$ cat src/design/text_console_writer_assert.svh
`ifndef TEXT_CONSOLE_WRITER_ASSERT_SVH
`define TEXT_CONSOLE_WRITER_ASSERT_SVH

// Same-cycle implication, sampled on clk, off while arst_n is low.
`define TCW_ASSERT_NOW(label, ante, cons, msg) \
	label: assert property (@(posedge clk) disable iff (!arst_n) (ante) |-> (cons)) \
		else $error(msg);

// Next-cycle implication, sampled on clk, off while arst_n is low.
`define TCW_ASSERT_NEXT(label, ante, cons, msg) \
	label: assert property (@(posedge clk) disable iff (!arst_n) (ante) |=> (cons)) \
		else $error(msg);

`endif

$ cat src/design/tcw_pkg.sv
package tcw_pkg;

	localparam int CHAR_W    = 8;
	localparam int CELL_W    = 16;
	localparam int ADDR_IN_W = 11;
	localparam int COL_OUT_W = 7;
	localparam int ROW_OUT_W = 5;
	localparam int PADDR_W   = 3;
	localparam int PDATA_W   = 32;

	localparam logic [CHAR_W-1:0] NEWLINE_CODE = 8'h0A;
	localparam logic [CHAR_W-1:0] SPACE_CODE   = 8'h20;
	localparam logic [CHAR_W-1:0] RESET_ATTR   = 8'h07;

	localparam logic OP_WRITE = 1'b0;
	localparam logic OP_READ  = 1'b1;

	// word index of a register (paddr[2])
	localparam logic REG_TEXT_ATTR = 1'b0;

	typedef struct packed {
		logic load_item;
		logic exec;
		logic sweep_step;
		logic sweep_clear;
		logic load_out;
	} tcw_cmd_t;

	typedef struct packed {
		logic sweep_last;
		logic scroll;
	} tcw_sts_t;

endpackage

$ cat src/design/tcw_ctrl.sv
`include "text_console_writer_assert.svh"

module tcw_ctrl import tcw_pkg::*; (
	input  logic     clk,
	input  logic     arst_n,
	input  logic     in_valid,
	output logic     in_ready,
	output logic     out_valid,
	input  logic     out_ready,
	input  tcw_sts_t sts,
	output tcw_cmd_t cmd
);

	localparam logic [2:0] S_CLEAR  = 3'd0;
	localparam logic [2:0] S_IDLE   = 3'd1;
	localparam logic [2:0] S_EXEC   = 3'd2;
	localparam logic [2:0] S_BLANK  = 3'd3;
	localparam logic [2:0] S_FINISH = 3'd4;

	logic [2:0] state_q;
	logic [2:0] state_d;
	logic       out_valid_q;
	logic       out_free;
	logic       accept;

	assign out_free = !out_valid_q || out_ready;
	assign in_ready = (state_q == S_IDLE) || ((state_q == S_FINISH) && out_free);
	assign accept   = in_valid && in_ready;
	assign out_valid = out_valid_q;

	assign cmd.load_item   = accept;
	assign cmd.exec        = (state_q == S_EXEC);
	assign cmd.sweep_step  = (state_q == S_CLEAR) || (state_q == S_BLANK);
	assign cmd.sweep_clear = (state_q == S_CLEAR);
	assign cmd.load_out    = (state_q == S_FINISH) && out_free;

	always_comb begin
		state_d = state_q;
		unique case (state_q)
			S_CLEAR: begin
				if (sts.sweep_last)
					state_d = S_IDLE;
			end
			S_IDLE: begin
				if (accept)
					state_d = S_EXEC;
			end
			S_EXEC: begin
				state_d = sts.scroll ? S_BLANK : S_FINISH;
			end
			S_BLANK: begin
				if (sts.sweep_last)
					state_d = S_FINISH;
			end
			S_FINISH: begin
				if (out_free)
					state_d = accept ? S_EXEC : S_IDLE;
			end
			default: state_d = S_IDLE;
		endcase
	end

	always_ff @(posedge clk or negedge arst_n) begin
		if (!arst_n) begin
			state_q     <= S_CLEAR;
			out_valid_q <= 1'b0;
		end else begin
			state_q <= state_d;
			if (cmd.load_out)
				out_valid_q <= 1'b1;
			else if (out_ready)
				out_valid_q <= 1'b0;
		end
	end

	`TCW_ASSERT_NOW(a_no_take_in_sweep, cmd.sweep_step, !in_ready, "item taken during a sweep")
	`TCW_ASSERT_NEXT(a_accept_to_exec, accept, state_q == S_EXEC, "accepted item not executed")
	`TCW_ASSERT_NEXT(a_exec_no_scroll, (state_q == S_EXEC) && !sts.scroll,
		state_q == S_FINISH, "plain item did not go to finish")

endmodule

$ cat config.mk
export PLATFORM = sky130hd
export DESIGN_NAME = tcw_ctrl
export DESIGN_NICKNAME = d
export VERILOG_FILES = /design/src/design/tcw_pkg.sv /design/src/design/tcw_ctrl.sv
export VERILOG_INCLUDE_DIRS = /design/src /design/src/design
export SDC_FILE = /design/constraint.sdc
export NUM_CORES = 1
export LEC_CHECK = 0
export ABC_AREA = 1
export BUFFER_PORTS_ARGS = -buffer_cell sky130_fd_sc_hd__clkbuf_2
export CORE_AREA = 2 2 39 41
export DETAILED_ROUTE_END_ITERATION = 16
export DIE_AREA = 0 0 41 43
export GPL_ROUTABILITY_DRIVEN = 0
export HOLD_SLACK_MARGIN = 0.02
export PLACE_DENSITY = 0.56
export SYNTH_ARGS = -nofsm -noshare
export SYNTH_HDL_FRONTEND = slang
export SYNTH_SLANG_ARGS = --single-unit
export TNS_END_PERCENT = 30
$ cat constraint.sdc
create_clock -name clk -period 1.8 [get_ports clk]
set_clock_uncertainty 0.2 [all_clocks]
set_input_delay 0 -clock clk [delete_from_list [all_inputs] [get_ports clk]]
set_output_delay 0 -clock clk [all_outputs]
set_load 0.01 [all_outputs]
==> results by group <==
Die
  • Die X: between 40 and 50 um
  • Std cell rows: 14
  • Core ar.: approximately 1400 um^2
  • Chip Height: about 43 um
  • I/O Pins: 13
  • Initial Utilization: 0.247
  • Die ar.: 1760 um^2

Critical path
  • Req. time, crit path: roughly 1.6 ns
  • Critical path type: reg -> out
  • R2R setup slack: around 0.4 ns
  • Crit path DAT: approximately 1.4 ns
  • Crit Path Max Fanout: 6
  • CP endpoint kind: primary output
  • Element type at the critical path start: flip-flop

Global route
  • First-pass GRT wire length: about 1.2 mm
  • Global route overflow: 0
  • Initial antenna violation count: 0
  • Largest net degree at the start of global routing: 8
  • Gr usage total: 0.105
  • Vias in the first global route: between 300 and 400

Synth
  • Post-synthesis sequential area ratio: 0.293
  • Synth cell types: 19
  • Synth area leader: dfrtp_1
  • Largest cells by area after synthesis: dfrtp_1 29%, nand2_1 14%, inv_1 7.7%, nand3_2 5.9%, nor2_2 5.5%
  • Syn nets: between 50 and 60
  • Asr flop ratio synth: 1.00
  • Flops & latches, synth: 4
  • Ranking of synthesized cells by instance count: 13 x nand2_1, 7 x inv_1, 4 x dfrtp_1, 4 x nor2_1
  • Most common cell in the netlist: nand2_1
  • Area of the mapped netlist: roughly 340 um^2
  • Warnings from Yosys: 0
  • Main synth FF type: dfrtp_1
  • Cells after synthesis: between 50 and 60
  • EDFF count, synth: 0
  • Syn_area_per_cell: ~6.7 um^2
  • Top cell type's share of synthesized area: 0.293

Power
  • Static Leak: between 0.2 and 0.3 nW
  • Maximum VDD drop: roughly 550 uV
  • PwrDens: approximately 1600 nW/um^2

Outcome
  • Status: completed

Timing
  • Measured slew at the worst slew-check pin: about 0.25 ns
  • Crit share post-route: 0.900
  • WHS: ~0.33 ns
  • TNS Setup: 0 ns
  • Slew HR: 0.833
  • # setup viols final: 0
  • RSZ-0062 raised after global routing: no
  • Peak Freq: around 0.6 GHz
  • Final min period: 1.62 ns
  • Final hold violations: 0
  • Max Slew Vio Count: 0

Clocking
  • Worst-Skew Late Latency: about 0.23 ns
  • CTS Buf Count: 3
  • Clock Pin Slew Worst Setup and Hold Paths: ~0.04 ns
  • H-tree depth: 1
  • Clock buffer depth: 2
  • CTS tree: done
  • CTS root buf: clkbuf_4
  • CTS sink cnt: 4

Layout
  • Fraction of layout cells with a size suffix above 1: 0.366
  • Fillers: between 150 and 200
  • Fin nets: slightly below 80
  • Layout area overhead: 45.4%
  • Inserted Diodes: 0
  • Final core occ: 0.359

Place
  • Detailed-placement wirelength estimate: between 600 and 700 um
  • Port Buf Inserts: 12

Drt
  • Detailed Route WL: approximately 760 um
  • Router iterations before antenna repair: 4
  • Via count: about 370
  • Initial DRC count: 8
  • Drt drc: 0
  • Via density: about 4.3
  • Post-DR wirelength/cell: 8.72 um
  • ANT nets after route: 0

Run
  • Number of max-cap violations: 0

Hold path
  • Type of the worst min-delay path: reg -> reg
## per-stage QoR
stage                     setup WS [ns]  cells  instance area, um^2  power (mW)
final                             0.181     87                  497       0.797
after CTS                         0.161     87                  497       0.809
after floorplan                   0.446     51                  342       0.551
after global routing             0.0474     87                  497       0.894
after global placement            0.427     78                  414       0.679
after detailed placement          0.405     78                  414       0.685
## path summary, 6_finish.rpt
| kind | start | cells after the start | endpoint |
|---|---|---|---|
| max | state_q[1]$_DFFE_PN0P_ | 6 | cmd[4] |
| min | out_valid$_DFFE_PN0P_ | 2 | out_valid$_DFFE_PN0P_ |
| max reg2reg | state_q[1]$_DFFE_PN0P_ | 6 | state_q[0]$_DFFE_PN0P_ |
| min reg2reg | out_valid$_DFFE_PN0P_ | 2 | out_valid$_DFFE_PN0P_ |
| max in group asynchronous | arst_n | 3 | state_q[1]$_DFFE_PN0P_ |
| min in group asynchronous | arst_n | 3 | out_valid$_DFFE_PN0P_ |
## critical path, stage by stage, from the launching register on
cell	delay, ns
dfrtp_1	0.44
nor2_4	0.19
nand2_1	0.12
nor2_2	0.11
inv_1	0.06
a21oi_1	0.12
clkbuf_2	0.15
## final cells by class
cell class / instances / area (um^2) / share of cell area
clock buffer: 3 / 22.5 / 0.0453
timing repair buffer: 18 / 120 / 0.242
multi-input combinational: 37 / 200 / 0.403
tap: 16 / 20.0 / 0.0403
sequential: 4 / 100 / 0.202
inverter: 9 / 33.8 / 0.0680
## cells in the final DEF, fill, tap and decap left out, drive strengths merged, types with 2 or more instances in the layout
master	n
a21oi	2
clkbuf	15
dfrtp	4
dlygate4sd3	6
inv	9
nand2	16
nand3	5
nor2	8
o21ai	2
## flip-flops by register name, summed over array words and instances (netlist names)
signal,flops
out_valid,1
state_q,3
## cell families after synthesis
family	count (synthesis)	synth area share
AO/OA/AOI/OAI	6	0.0989
AND/OR/NAND/NOR	31	0.487
buffers and inverters	10	0.121
flip-flops	4	0.293
## layer usage
layer | vias up | share of wire | GRT usage
li1 | 199 | - | -
met1 | 167 | 0.46 | 0.107
met2 | 8 | 0.49 | 0.175
met3 | 0 | 0.047 | 0.0471
met4 | 0 | 0 | 0.0400
met5 | - | 0 | 0
## power by group
| part | internal [mW] | total, mW | switching (mW) |
|---|---|---|---|
| clock | 0.0744 | 0.108 | 0.0335 |
| combinational | 0.195 | 0.491 | 0.297 |
| sequential | 0.132 | 0.198 | 0.0663 |
## repair_timing
| item | CTS | global route |
|---|---|---|
| resized for setup | 0 | 0 |
| endpoints found under the hold margin | 7 | 0 |
| setup endpoints to repair | 0 | 0 |
| hold buffers | 6 | 0 |
| buffers inserted | 0 | 0 |
Note: power is estimated with default switching activity, not from simulation.
